## config.mk

```make
export PLATFORM = sky130hd
export DESIGN_NAME = qau_sqrt
export DESIGN_NICKNAME = d
export VERILOG_FILES = /design/src/rtl/qau_sqrt.sv
export SDC_FILE = /design/constraint.sdc
export NUM_CORES = 1
export LEC_CHECK = 0
export ABC_CLOCK_PERIOD_IN_PS = 7200
export BUFFER_PORTS_ARGS = -buffer_cell sky130_fd_sc_hd__buf_2
export CORE_ASPECT_RATIO = 0.75
export CORE_MARGIN = 1
export CORE_UTILIZATION = 35
export CTS_CLUSTER_DIAMETER = 200
export DETAILED_ROUTE_END_ITERATION = 12
export PLACE_DENSITY = 0.49
export SYNTH_ARGS = -nofsm -noshare
export SYNTH_HDL_FRONTEND = slang
export SYNTH_SLANG_ARGS = --single-unit
export TNS_END_PERCENT = 1
```

## constraint.sdc

```tcl
create_clock -name clk_i -period 7.2 [get_ports clk_i]
set_clock_uncertainty 0.05 [all_clocks]
set_input_delay 0.36 -clock clk_i [delete_from_list [all_inputs] [get_ports clk_i]]
set_output_delay 0.36 -clock clk_i [all_outputs]
set_load 0.1 [all_outputs]
```

## src/rtl/qau_sqrt.sv

```systemverilog
`timescale 1ns / 1ps
// ---------------------------------------------------------------------------
// qau_sqrt
// Floor integer square root, one root bit per pipeline stage.
// ---------------------------------------------------------------------------
module qau_sqrt #(
  parameter int unsigned RT_W = 18
) (
  input  logic                  clk_i,
  input  logic                  en_i,
  input  logic [2*RT_W-1:0]     sq_i,
  output logic [RT_W-1:0]       root_o
);

  localparam int unsigned IN_W  = 2 * RT_W;
  localparam int unsigned REM_W = RT_W + 2;

  logic [IN_W-1:0]  sq_q   [RT_W];
  logic [REM_W-1:0] rem_q  [RT_W];
  logic [RT_W-1:0]  root_q [RT_W];

  for (genvar k = 0; k < RT_W; k++) begin : g_stage
    localparam int unsigned J = RT_W - 1 - k;
    logic [IN_W-1:0]  sq_p;
    logic [REM_W-1:0] rem_p;
    logic [RT_W-1:0]  root_p;
    logic [REM_W-1:0] tr;
    logic [REM_W-1:0] trial;
    logic             ge;

    if (k == 0) begin : g_first
      assign sq_p   = sq_i;
      assign rem_p  = '0;
      assign root_p = '0;
    end else begin : g_next
      assign sq_p   = sq_q[k-1];
      assign rem_p  = rem_q[k-1];
      assign root_p = root_q[k-1];
    end

    assign tr    = {rem_p[RT_W-1:0], sq_p[2*J+1:2*J]};
    assign trial = {root_p, 2'b01};
    assign ge    = (tr >= trial);

    always_ff @(posedge clk_i) begin
      if (en_i) begin
        sq_q[k]   <= sq_p;
        rem_q[k]  <= ge ? (tr - trial) : tr;
        root_q[k] <= {root_p[RT_W-2:0], ge};
      end
    end
  end

  assign root_o = root_q[RT_W-1];

endmodule

```

==> impl_metrics.toml <==
[cells_and_area]
utilization_pct = 40.6
regArea_um2 = 22900
antenna_cells = 0
nNetsFinal = 2971
multi_input_area_um2 = 10900
drive_gt1_share_pct = 8.69
layout_commonest_cell = "edfxtp_1"
fillers = 9005
mostFrequentLayoutCells = "edfxtp_1 (763), inv_1 (224), ha_1 (190), nand2_1 (184), o21ai_0 (160)"
area_growth_pct = 14.1

[floorplan]
die_height_um = 275
core_um2 = 98000
die_area_um2 = 101000
fp-row-count = 99
ios = 56
die_w_um = 366
initial_core_util_pct = 35.5

[sta]
worst_pin_slew_ns = 1.06
slew_headroom_pct = 27.3
slew_violations = 0
setup_viol = 0
rsz0062_at_grt = "false"
setup_tns_ns = 0
hold_viol_final = 0
finalCritPeriodShare_pct = 55.1
clock.fmax_ghz = 0.252
finalCriticalPeriod_ns = 3.96

[global_route]
overflow = 0
grt_antenna_before_repair = 0
grt_pass1_vias = 19500
grt_pass1_wl_um = 104000
grtUsageTotal_pct = 12.7
grt_max_degree = 151

[setup_path]
worstSetupPathType = "flop to flop"
cp_cell_sequence = "ha_1 > a211oi_1 > o21bai_1 > nor4b_1 > o21ai_2 > o2111ai_1 > and3_1 > inv_1 > mux2_2"
cp_max_fo = 28
critical-path-top-delay-family = "simple AND/OR/NAND/NOR gates"
cp.arrival_ns = 4.30
reg2reg_depth = 9
critPathLaunchType = "flop"
cp_data_required_time_ns = 7.54
cp-end-kind = "flop"
slowest_stage = "and3_1"
crit_cells = 9
path_buf_inv = 1
critPathMaxStageDelay_ns = 0.84

[route]
vias_per_cell = 4.82
vias = 19900
drtPass1Iterations = 6
detail_route.drc_violations = 0
wl_per_cell_um = 15.5
ant_nets = 0
wirelength_um = 63800
drt-initial-drc-count = 1583

[logic_synthesis]
syn-num-nets = 2826
synth_edf_count = 763
synth_xor_area_share_pct = 5.43
seq_area_frac_synth_pct = 65.8
synth_area_leaders = "edfxtp_1 (66%), ha_1 (6.8%), xnor2_1 (2.9%)"
netlist_area_um2 = 34800
synth_compound_area_share_pct = 8.64
synthFlopType = "edfxtp_1"
ys_seq_elements = 763
muxShareOfSynthArea_pct = 1.10
netlist.area_leader.share_pct = 65.8
synth_area_per_cell_um2 = 13.4
synthArstFlopShare_pct = 0
synth-simple-area-share_pct = 9.21
yosysWarnings = 0
synthCells = 2598
yosys.area.top_type = "edfxtp_1"
synth_top_family_by_area = "simple AND/OR/NAND/NOR gates"
yosys.area_share.adder_pct = 6.83
synth_cell_types = 89

[clock_tree]
clock_path_buffers = 3
cts_sinks = 763
cts_tree = "done"
ctsResizeCount = 0
cts_max_level = 3
root_buffer = "clkbuf_16"
cts_buffers = 83
clkLatencyLatePin_ns = 0.65
path_clk_slew_ns = 0.06

[status]
status = "finished clean"

[run]
drv_cap = 0

[hold_path]
hold_class = "input pin to flop"
whs_path_depth = 1

[power]
seq_power_share_pct = 48.4
fin_total_pwr_mw = 12.1
comb_power_share_pct = 16.6
swShare_pct = 26.6
p_int_mw = 8.85
p_leak_nw = 15.0
ir_worst_vdd_v = 0.000157
power.density_nw_per_um2 = 303
clkPwrFrac_pct = 35.0
p_switching_mw = 3.20

[placed_design]
finalWeightedCongestion = 0.841
port_buffers = 55
dpl.hpwl_um = 43900
==> state kept, by name, indices dropped and copies added, names as in the netlist <==
name	flops
sq_q	306
root_q	171
rem_q	286
==> routing by layer <==
layer  part of all wire, %  GRT usage, %
met3                   4.4          2.40
met1                    52          19.3
met4                   2.4          4.02
met5                     0             0
met2                    41          18.1
==> path summary, 6_finish.rpt <==
check,start,end,slack [ns]
worst max-delay path,rem_q[14][5]$_DFFE_PP_,rem_q[15][14]$_DFFE_PP_,3.24
worst min-delay path,en_i,sq_q[2][1]$_DFFE_PP_,0.25
worst max register to register,rem_q[14][5]$_DFFE_PP_,rem_q[15][14]$_DFFE_PP_,3.24
worst min register to register,sq_q[11][9]$_DFFE_PP_,sq_q[12][9]$_DFFE_PP_,0.36
==> power groups by stage <==
| stage | combinational [mW] | clock [mW] | sequential (mW) |
|---|---|---|---|
| floorplan | 1.43 | 0 | 5.87 |
| global placement | 1.92 | 0 | 5.93 |
| detailed placement | 1.97 | 0 | 5.93 |
| CTS | 2.00 | 4.39 | 5.84 |
| global route | 2.25 | 4.56 | 5.89 |
| finish | 2.00 | 4.22 | 5.84 |
==> per-stage QoR <==
step	cell area [µm²]	std cells	hold slack, ns	setup WS, ns
floorplan	34800	2598	0.350	4.35
global placement	36700	3934	0.350	3.37
detailed placement	36700	3934	0.355	3.26
CTS	39800	4120	0.243	3.20
global route	39800	4120	0.259	2.84
finish	39800	4120	0.249	3.24
==> Yosys cell counts (all sizes together) (30+ instances only) <==
master and n:
nor2b 32, nor3 55, xor2 99, o21a 32, inv 224, a21o 37
nand2b 36, edfxtp 763, o21ai 164, nor2 143, a21oi 158, nand3 30
nand2 185, ha 190, xnor2 117
==> cell type report <==
type / instances / area share, %
Sequential cell: 763 / 57.6
Multi-Input combinational cell: 1568 / 27.4
Clock buffer: 102 / 5.51
Tap cell: 1313 / 4.13
Inverter: 224 / 2.12
Timing Repair Buffer: 103 / 1.98
Clock inverter: 47 / 1.27
==> repair_timing <==
action / 4_1_cts / 5_1_grt
hold buffers: 37 / 0
hold endpoints to repair: 37 / 0
buffers inserted: 0 / 0
setup endpoints to repair: 0 / 0
==> cell families (layout without fill, tap and decap cells) <==
logic type / Yosys count / after routing
adder cells (fa/ha/maj): 190 / 190
other: 1 / 1
AO/OA/AOI/OAI: 496 / 496
AND/OR/NAND/NOR: 631 / 631
multiplexers: 34 / 34
buffers and inverters: 267 / 476
XOR/XNOR: 216 / 216
flip-flops: 763 / 763
==> worst register-to-register path: stages, from the launching register on <==
cell and delay, ns:
edfxtp_1 0.39, ha_1 0.36, a211oi_1 0.29, o21bai_1 0.16, nor4b_1 0.39, o21ai_2 0.20
o2111ai_1 0.26, and3_1 0.84, inv_1 0.39, mux2_2 0.37
No activity file was read; power rests on OpenSTA's default activity.
