<file path="src/rtl/qau_div.sv">
`timescale 1ns / 1ps
// ---------------------------------------------------------------------------
// qau_div
// Restoring divider, one quotient bit per pipeline stage.
// ---------------------------------------------------------------------------
module qau_div #(
  parameter int unsigned NUM_W = 32,
  parameter int unsigned DEN_W = 18,
  parameter int unsigned QUO_W = 15
) (
  input  logic              clk_i,
  input  logic              en_i,
  input  logic [NUM_W-1:0]  num_i,
  input  logic [DEN_W-1:0]  den_i,
  output logic [QUO_W-1:0]  quo_o
);

  logic [DEN_W-1:0] rem_q [QUO_W];
  logic [QUO_W-1:0] lo_q  [QUO_W];
  logic [DEN_W-1:0] den_q [QUO_W];
  logic [QUO_W-1:0] quo_q [QUO_W];

  for (genvar k = 0; k < QUO_W; k++) begin : g_stage
    logic [DEN_W-1:0] rem_p;
    logic [QUO_W-1:0] lo_p;
    logic [DEN_W-1:0] den_p;
    logic [QUO_W-1:0] quo_p;
    logic [DEN_W:0]   tr;
    logic [DEN_W:0]   diff;
    logic             ge;

    if (k == 0) begin : g_first
      // quotient is known to fit, so the high numerator part is below den
      assign rem_p = DEN_W'(num_i[NUM_W-1:QUO_W]);
      assign lo_p  = num_i[QUO_W-1:0];
      assign den_p = den_i;
      assign quo_p = '0;
    end else begin : g_next
      assign rem_p = rem_q[k-1];
      assign lo_p  = lo_q[k-1];
      assign den_p = den_q[k-1];
      assign quo_p = quo_q[k-1];
    end

    assign tr   = {rem_p, lo_p[QUO_W-1-k]};
    assign diff = tr - {1'b0, den_p};
    assign ge   = (tr >= {1'b0, den_p});

    always_ff @(posedge clk_i) begin
      if (en_i) begin
        rem_q[k] <= ge ? diff[DEN_W-1:0] : tr[DEN_W-1:0];
        lo_q[k]  <= lo_p;
        den_q[k] <= den_p;
        quo_q[k] <= {quo_p[QUO_W-2:0], ge};
      end
    end
  end

  assign quo_o = quo_q[QUO_W-1];

endmodule

</file>
<file path="config.mk">
export PLATFORM = sky130hd
export DESIGN_NAME = qau_div
export DESIGN_NICKNAME = d
export VERILOG_FILES = /design/src/rtl/qau_div.sv
export SDC_FILE = /design/constraint.sdc
export NUM_CORES = 1
export LEC_CHECK = 0
export BUFFER_PORTS_ARGS = -buffer_cell sky130_fd_sc_hd__buf_2
export CAP_MARGIN = 20
export CORE_MARGIN = 5
export CORE_UTILIZATION = 24
export CTS_CLUSTER_DIAMETER = 150
export CTS_CLUSTER_SIZE = 14
export DETAILED_ROUTE_END_ITERATION = 12
export PLACE_DENSITY = 0.37
export SYNTH_ARGS = -nofsm -noshare
export SYNTH_HDL_FRONTEND = slang
export SYNTH_SLANG_ARGS = --single-unit
</file>
<file path="constraint.sdc">
create_clock -name clk_i -period 5.05 [get_ports clk_i]
set_input_delay 0.2525 -clock clk_i [delete_from_list [all_inputs] [get_ports clk_i]]
set_output_delay 0.2525 -clock clk_i [all_outputs]
set_load 0.05 [all_outputs]
</file>
==> flow_summary.ini <==
[floorplan]
num_rows = 147
boundaryPins = 67
dieWidth_um = 411
dieArea_sq_mm = 0.169
initial_utilization_pct = 24.1
die_h_um = 411
core_area_sq_mm = 0.160

[status]
status = complete, no violations

[grt]
antenna_found_initial = 0
overflow = 0
grt_pass1_vias = 24151
grt_max_degree = 160
track_usage_pct = 10.4
grt_pass1_wl_um = 140000

[yosys]
synth_flop_cell = edfxtp_1
ys_warn_count = 0
synthSimpleGateAreaFrac_pct = 7.61
synth_xor_area_share_pct = 3.87
async_reset_ff_share_pct = 0
synth_fp_nets = 3461
avgSynthCellArea_sq_um = 12.3
syn_inst = 3125
synth_enable_flop_cells = 729
synth_top_family_by_area = compound AO/OA/AOI/OAI gates
synth-adder-area-share_pct = 9.50
synth_seq_cells = 729
netlist_area_sq_mm = 0.0385
synth_cell_types = 90
synthMuxAreaShare_pct = 5.07
yosysSeqAreaShare_pct = 56.9
synth-compound-area-share_pct = 13.0

[setup_path]
cp_common_cell = inv_1
rr_startpoint = den_q[1][39]
path_cells = inv_1 > ha_1 > nand3_1 > o21ba_2 > o31ai_1 > a2111oi_0 > o2bb2ai_2 > buf_4 > inv_1 > mux2_2
crit_start = den_q[1][39]
critPathBufInv = 3
rrSetupSlack_ns = 1.38
crit_fanout = 19
worst-endpoint-arrival_ns = 4.10
cpPeakStageDelay_ns = 0.90
crit_required_ns = 5.48
path_class = reg2reg
cp.depth = 10
startpoint_type = register
ff2ff_path_depth = 10
cpMaxStageDelayCell = a2111oi_0
timing.rr.end = rem_q[1][65]
end_kind = register
cp-endpoint = rem_q[1][65]
crit_family = compound AO/OA/AOI/OAI gates

[power]
p_sw_share_pct = 36.3
internal_power_mw = 15.6
sequentialPowerShare_pct = 38.5
ir_drop_uv = 321
powerDensity_mw_per_mm2 = 563
switchingPower_mw = 8.88
p_leak_nw = 16.8
p_clk_share_pct = 17.4
combinationalPowerShare_pct = 44.1

[drt]
routedWlPerCell_um = 16.5
dr.first_iter.drc_count = 1332
dr.pass1.iters = 5
antenna_left = 0
via_per_inst = 4.41
drc_errors = 0
dr_total_vias = 23708
drt_wl_total_um = 88600

[clock_network]
clk_pin_slew_ns = 0.07
cts.htree.levels = 2
post-cts-setup-buffer-count = 0
clk_path_buf_depth = 3
postCtsHoldBufs = 51
ctsResizeCount = 0
insertion_delay_ns = 0.68
cts-root-buf = clkbuf_16
cts_tree = built
cts.sinks = 729
cts_made_buffers = 58

[place]
port_buffers = 66
placed_area_sq_mm = 0.0415
routabilityCongestion = 0.831
dpl.hpwl_um = 65200

[cells_and_area]
final_cell_mix = 729 x edfxtp_1, 354 x inv_1, 270 x ha_1
final_nets = 3619
fin_area_sq_mm = 0.0435
final_common_cell = edfxtp_1
diodes = 0
drive_gt1_share_pct = 10.8
area_delta_synth_final_pct = 13.1

[sta]
final_max_slew_viol_count = 0
rsz0062_at_grt = false
fin_crit_sh_pct = 72.7
post-route-min-period_ns = 3.67
fmax_mhz = 272
setup_viol = 0
setup_tns_ns = 0
tightest_slew_ns = 1.13
max_slew_margin_pct = 24.7
hold_violations = 0
finClkSkew_ns = 0.0309

[job]
maxCapViolCount = 0

[min_path]
hp-class = in2reg
## metrics by stage
stage | instances | hold slack (ns) | setup WS [ns] | total power [mW] | utilization, %
6_report | 5372 | 0.288 | 1.38 | 24.5 | 27.2
3_5_place_dp | 5258 | 0.405 | 1.40 | 20.4 | 25.9
4_1_cts | 5372 | 0.196 | 1.37 | 24.9 | 27.2
3_3_place_gp | 5258 | 0.401 | 1.36 | 20.5 | 25.9
2_1_floorplan | 3125 | 0.351 | 2.11 | 17.5 | -
5_1_grt | 5372 | 0.242 | 1.06 | 26.5 | 27.2
## sequential cells by signal, summed over array words and instances, names as in the netlist
signal,count
den_q,252
lo_q,105
quo_q,120
rem_q,252
## cells in the mapped netlist, types with 15 or more instances
| master | instances | area share (%) |
|---|---|---|
| and3_1 | 21 | 0.34 |
| nand3_1 | 62 | 0.81 |
| edfxtp_1 | 729 | 57 |
| xnor2_1 | 118 | 2.7 |
| ha_1 | 270 | 8.8 |
| mux2i_1 | 15 | 0.39 |
| o21ai_0 | 153 | 2.0 |
| inv_1 | 354 | 3.5 |
| o21bai_1 | 25 | 0.49 |
| nor2b_1 | 26 | 0.42 |
| nor3_1 | 37 | 0.48 |
| or3_1 | 15 | 0.24 |
| o31ai_1 | 16 | 0.31 |
| nor2_1 | 180 | 1.8 |
| clkbuf_1 | 25 | 0.24 |
| a211oi_1 | 31 | 0.60 |
| mux2_2 | 151 | 4.4 |
| o21a_1 | 55 | 1.1 |
| a31oi_1 | 25 | 0.41 |
| a21o_1 | 90 | 1.8 |
| a21oi_1 | 221 | 2.9 |
| xor2_1 | 52 | 1.2 |
| nand2_1 | 141 | 1.4 |
| nand2b_1 | 24 | 0.39 |
| o211ai_1 | 17 | 0.33 |
| nand4_1 | 24 | 0.39 |
## cell type report
type,count,area [sq um]
multi-input combinational,1999,15100
clock inverter,5,76.3
fill,16529,116000
sequential,729,21900
inverter,355,1330
tap,2086,2610
clock buffer,58,1450
timing repair buffer,140,1100
## logic make-up (layout without fill, tap and decap cells)
logic type      Yosys count  count (layout)
fa+ha+maj               284             284
flops                   729             729
compound gates          769             769
xor+xnor                170             170
buf+inv                 397             558
simple gates            603             603
mux                     173             173
## how the worst min path moves through the flow
stage	start	to	slack, ns	depth (start not counted)
floorplan	den_i[0]	den_q[0][0]	0.35	0
global placement	lo_q[0][76]	lo_q[0][91]	0.40	0
detailed placement	lo_q[0][90]	lo_q[0][105]	0.40	0
CTS	num_i[11]	lo_q[0][11]	0.20	2
global route	num_i[13]	lo_q[0][13]	0.24	2
finish	num_i[11]	lo_q[0][11]	0.29	2
## per-layer routing
metal / track usage, % / part of all wire [%]
met1: 13.8 / 47
met2: 17.4 / 46
met5: 0 / 0
met4: 3.89 / 3.8
met3: 1.44 / 3.1
## power groups by stage
stage	clock network, mW	registers [mW]	logic (mW)
final	4.26	9.44	10.8
after floorplan	0	9.21	8.33
after global routing	4.75	9.61	12.1
after detailed placement	0	9.61	10.8
after CTS	4.55	9.50	10.9
after global placement	0	9.65	10.8
Power figures use the tool's default switching activity.
