===== src/rtl/qau_pkg.sv =====
`timescale 1ns / 1ps
// ---------------------------------------------------------------------------
// qau_pkg
// Op codes and lane modes shared by the quaternion arithmetic unit.
// ---------------------------------------------------------------------------
package qau_pkg;

  localparam int unsigned FUNC_W = 3;

  typedef enum logic [FUNC_W-1:0] {
    FUNC_MUL  = 3'd0,
    FUNC_ADD  = 3'd1,
    FUNC_SUB  = 3'd2,
    FUNC_NORM = 3'd3,
    FUNC_LERP = 3'd4
  } func_e;

  // what each lane multiplies
  typedef enum logic [1:0] {
    MODE_NONE = 2'd0,
    MODE_HAM  = 2'd1,
    MODE_LERP = 2'd2,
    MODE_SQR  = 2'd3
  } mode_e;

endpackage


===== src/rtl/qau_lane.sv =====
`timescale 1ns / 1ps
// ---------------------------------------------------------------------------
// qau_lane
// One component lane: four products, then their signed sum (two stages).
// ---------------------------------------------------------------------------
module qau_lane #(
  parameter int unsigned LANE = 0,
  parameter int unsigned OP_W = 17
) (
  input  logic                   clk_i,
  input  logic                   en_i,
  input  qau_pkg::mode_e         mode_i,
  input  logic signed [OP_W-1:0] a_i [4],
  input  logic signed [OP_W-1:0] b_i [4],
  input  logic signed [OP_W-1:0] c_i [4],
  input  logic signed [OP_W-1:0] t_i,
  input  logic signed [OP_W-1:0] u_i,
  output logic signed [2*OP_W+1:0] sum_o
);

  localparam int unsigned PW    = 2 * OP_W;
  localparam int unsigned SUM_W = 2 * OP_W + 2;
  localparam int unsigned L1    = (LANE + 1) % 3;
  localparam int unsigned L2    = (LANE + 2) % 3;

  logic signed [OP_W-1:0] opx [4];
  logic signed [OP_W-1:0] opy [4];
  logic [3:0]             neg;

  logic signed [PW-1:0]    prod_q [4];
  logic [3:0]              neg_q;
  logic signed [SUM_W-1:0] sum_q;
  logic signed [SUM_W-1:0] sum_d;

  always_comb begin
    for (int k = 0; k < 4; k++) begin
      opx[k] = '0;
      opy[k] = '0;
    end
    neg = '0;
    case (mode_i)
      qau_pkg::MODE_HAM: begin
        if (LANE < 3) begin
          opx[0] = a_i[3];    opy[0] = b_i[LANE];
          opx[1] = a_i[LANE]; opy[1] = b_i[3];
          opx[2] = a_i[L1];   opy[2] = b_i[L2];
          opx[3] = a_i[L2];   opy[3] = b_i[L1];
          neg    = 4'b1000;
        end else begin
          opx[0] = a_i[3]; opy[0] = b_i[3];
          opx[1] = a_i[0]; opy[1] = b_i[0];
          opx[2] = a_i[1]; opy[2] = b_i[1];
          opx[3] = a_i[2]; opy[3] = b_i[2];
          neg    = 4'b1110;
        end
      end
      qau_pkg::MODE_LERP: begin
        opx[0] = a_i[LANE]; opy[0] = u_i;
        opx[1] = b_i[LANE]; opy[1] = t_i;
      end
      qau_pkg::MODE_SQR: begin
        opx[0] = c_i[LANE]; opy[0] = c_i[LANE];
      end
      default: begin
      end
    endcase
  end

  always_ff @(posedge clk_i) begin
    if (en_i) begin
      for (int k = 0; k < 4; k++) begin
        prod_q[k] <= opx[k] * opy[k];
      end
      neg_q <= neg;
    end
  end

  always_comb begin
    sum_d = '0;
    for (int k = 0; k < 4; k++) begin
      if (neg_q[k]) begin
        sum_d = sum_d - SUM_W'(prod_q[k]);
      end else begin
        sum_d = sum_d + SUM_W'(prod_q[k]);
      end
    end
  end

  always_ff @(posedge clk_i) begin
    if (en_i) begin
      sum_q <= sum_d;
    end
  end

  assign sum_o = sum_q;

endmodule


===== config.mk =====
export PLATFORM = sky130hd
export DESIGN_NAME = qau_lane
export DESIGN_NICKNAME = d
export VERILOG_FILES = /design/src/rtl/qau_pkg.sv /design/src/rtl/qau_lane.sv
export SDC_FILE = /design/constraint.sdc
export NUM_CORES = 2
export LEC_CHECK = 0
export ABC_AREA = 0
export BUFFER_PORTS_ARGS = -buffer_cell sky130_fd_sc_hd__clkbuf_2
export CORE_MARGIN = 2
export CORE_UTILIZATION = 24
export CTS_CLUSTER_SIZE = 24
export DETAILED_ROUTE_END_ITERATION = 12
export GPL_ROUTABILITY_DRIVEN = 0
export HOLD_SLACK_MARGIN = 0.02
export PLACE_DENSITY_LB_ADDON = 0.2
export REMOVE_ABC_BUFFERS = 1
export SLEW_MARGIN = 20
export SYNTH_ARGS = -nofsm -noshare
export SYNTH_HDL_FRONTEND = slang
export SYNTH_SLANG_ARGS = --single-unit
export TNS_END_PERCENT = 20

===== constraint.sdc =====
create_clock -name clk_i -period 12.2 [get_ports clk_i]
set_clock_uncertainty 0.2 [all_clocks]
set_input_delay 1.22 -clock clk_i [delete_from_list [all_inputs] [get_ports clk_i]]
set_output_delay 1.22 -clock clk_i [all_outputs]
set_load 0.02 [all_outputs]

==> key figures <==
Logic synthesis
  • Mapped Area: around 56000 um^2
  • Ranking of synthesized cells by area: fa_1, ha_1, edfxtp_1, inv_1, nand2_1
  • YS warnings: 0
  • Synth async-reset ratio: 0
  • Share of the synthesized area in the top cell type: 0.425
  • EDFF count, synth: between 150 and 200
  • Post-synth cell types: slightly above 80
  • Synth area leader: fa_1
  • Flops & latches, synth: approximately 170
  • Average size of a mapped cell: between 9 and 10 um^2
  • Seq/Total Area, Yosys: 0.0927
  • Synth Flop Type: edfxtp_1
  • Most frequent cell after synthesis: inv_1
  • Post-synth top cells: inv_1, fa_1, nand2_1, ha_1, nor2_1
  • Mapped Cells: roughly 6000

Setup path
  • Critical path class: in -> reg
  • CP arrival: between 9 and 10 ns
  • CP Capture Type: flop
  • Cell at the slowest stage of the critical path: ha_1
  • Max incr delay on CP: just under 0.8 ns
  • CP most frequent cell: fa_1
  • Worst path required time: 12.23 ns
  • Crit path max fanout: 17
  • Setup crit start kind: primary input

Drt
  • DR WL/cell: approximately 19 um
  • Routed wire length: approximately 170 mm
  • Post-route ant nets: 0
  • DR vias/cell: 4.47
  • Post-route DRC: 0
  • 1st-iter DRT viols: 2264
  • Via count: slightly above 40000
  • TritonRoute pass-1 iters: 6

Global route
  • First-pass GRT wire length: around 270 mm
  • Global-route track usage on met3: 0.0126
  • Largest net degree at the start of global routing: roughly 150
  • Initial antenna violation count: 5
  • Gr busiest metal: met2
  • Met1 usage: 0.203
  • Total track usage: 0.148
  • Met2 usage: 0.255
  • Total gr overflow: 0
  • Number of global-route vias before repair: 44600

Die
  • Die W: between 400 and 500 um
  • Row Count: about 180
  • Die height: 487 um
  • Die area: 237000 um^2
  • Core area: 232000 um^2
  • Ports: ~280
  • Starting Density: 0.241

STA
  • Fin crit share: 0.808
  • Setup TNS: 0 ns
  • Tmin final: between 9 and 10 ns
  • RSZ-0062 raised after global routing: no
  • Max_slew headroom: 0.233
  • Final setup viols: 0
  • Final slew viol count: 0
  • FMAX: 0.101 GHz
  • Final Hold Viols: 0
  • Slew @ Worst Pin: approximately 1.2 ns

Placed design
  • Post-detail-place hpwl: ~150 mm
  • Port Buffers: about 230

Cells and area
  • Register area: roughly 5200 um^2
  • FILL cells: between 20000 and 25000
  • Share of post-route cells with drive strength above 1: 0.0628
  • Fin nets: ~8100
  • Area taken by multi-input logic gates: about 45000 um^2
  • Area delta synth->final: 9.30%

Clock tree
  • Clock sinks: roughly 170
  • Postcts setup bufs: 0
  • Clk Latency, worst-skew pair: just under 0.5 ns
  • Post-CTS Hold Buffers: 0
  • CTS tree: built
  • H-tree levels: 4
  • TritonCTS Buffers: 17
  • Register clock-pin slew on the reported worst setup and hold paths: 0.08 ns
  • Number of gates resized after cts: 0
  • Clk buf depth: 2
  • CTS root buf: clkbuf_16

Flow run
  • Maxcap violations: 0

Worst hold path
  • Hold Crit Class: reg -> reg

Power and ir drop
  • Static Leakage: about 29 nW
  • Power per cell area: 250 nW/um^2
  • Max VDD drop: between 0.0003 and 0.0004 V
  • Final Total Pwr: about 15 mW

Outcome
  • Status: finished clean
-- layout make-up --
cell class                      count  share of cell area
Tap cell                         3043              0.0622
Antenna cell                        1           0.0000409
Timing Repair Buffer              272              0.0247
Clock inverter                     15             0.00327
Multi-Input combinational cell   4461               0.741
Clock buffer                       17             0.00695
Inverter                         1260              0.0772
Sequential cell                   173              0.0848
-- kinds of logic (layout without fill, tap and decap cells) --
kind of cell    after synthesis  in the layout  share of synthesized area
xor+xnor                    326            326                     0.0510
buf+inv                    1460           1564                     0.0981
mux                           2              2                   0.000380
other cells                   0              1                          0
compound gates              663            663                     0.0787
flops                       173            173                     0.0927
simple gates               1831           1831                      0.154
fa+ha+maj                  1639           1639                      0.525
-- layer usage --
layer	wire length [um]	vias to the layer above
met3	6150	117
met2	84300	738
li1	-	19200
met1	79200	21300
met5	0	-
met4	3600	0
-- state kept, by name, indices dropped and copies added (netlist names) --
register  cells
prod_q      136
sum_o        36
neg_q         1
-- final timing paths --
check / startpoint / end / slack, ns / depth (start not counted)
worst max register to register: prod_q[1][1] / sum_o[35] / 3.33 / 36
worst min register to register: prod_q[3][29] / sum_o[29] / 0.78 / 3
worst min-delay path: prod_q[3][29] / sum_o[29] / 0.78 / 3
worst max-delay path: mode_i[0] / prod_q[0][32] / 2.34 / 27
-- layout by cell type (no fill, tap or decap), types with 22 or more instances in the layout --
cell type,instances
inv_1,1259
fa_1,1189
nand2_1,708
ha_1,447
nor2_1,419
and3_1,262
xnor2_1,228
clkbuf_2,225
a21oi_1,197
edfxtp_1,173
a21o_1,108
xor2_1,98
o21ai_0,94
and2_1,72
nand2b_1,65
nand3_1,61
nor3_1,55
a22oi_1,53
or2_2,48
nor2b_1,42
buf_4,42
or3_1,35
o21a_1,33
a22o_1,28
o21bai_1,22
-- critical path, delay by kind of cell --
kind | cells | cell delay (ns)
xor gates and xnor gates | 1 | 0.27
and+or+nand+nor | 8 | 2.01
AOI/OAI and AO/OA | 6 | 1.94
buffers and inverters | 4 | 0.30
adders and majority gates | 8 | 4.11
-- where the power goes --
part | internal (mW) | switching [mW]
Clock | 0.312 | 0.278
Combinational | 5.12 | 7.83
Sequential | 1.50 | 0.280
Total | 6.93 | 8.39
-- stage by stage --
step / hold WS, ns / cell area (um^2) / worst slack (ns) / utilization / std cells
after floorplan: 0.533 / 55300 / -1.76 / - / 5894
after global placement: 0.753 / 60600 / 1.71 / 0.261 / 9205
after detailed placement: 0.754 / 60600 / 1.86 / 0.261 / 9208
after CTS: 0.793 / 61200 / 2.38 / 0.264 / 9240
after global routing: 0.823 / 61200 / 1.92 / 0.264 / 9241
final: 0.780 / 61200 / 2.34 / 0.264 / 9242
Note: power is estimated with default switching activity, not from simulation.
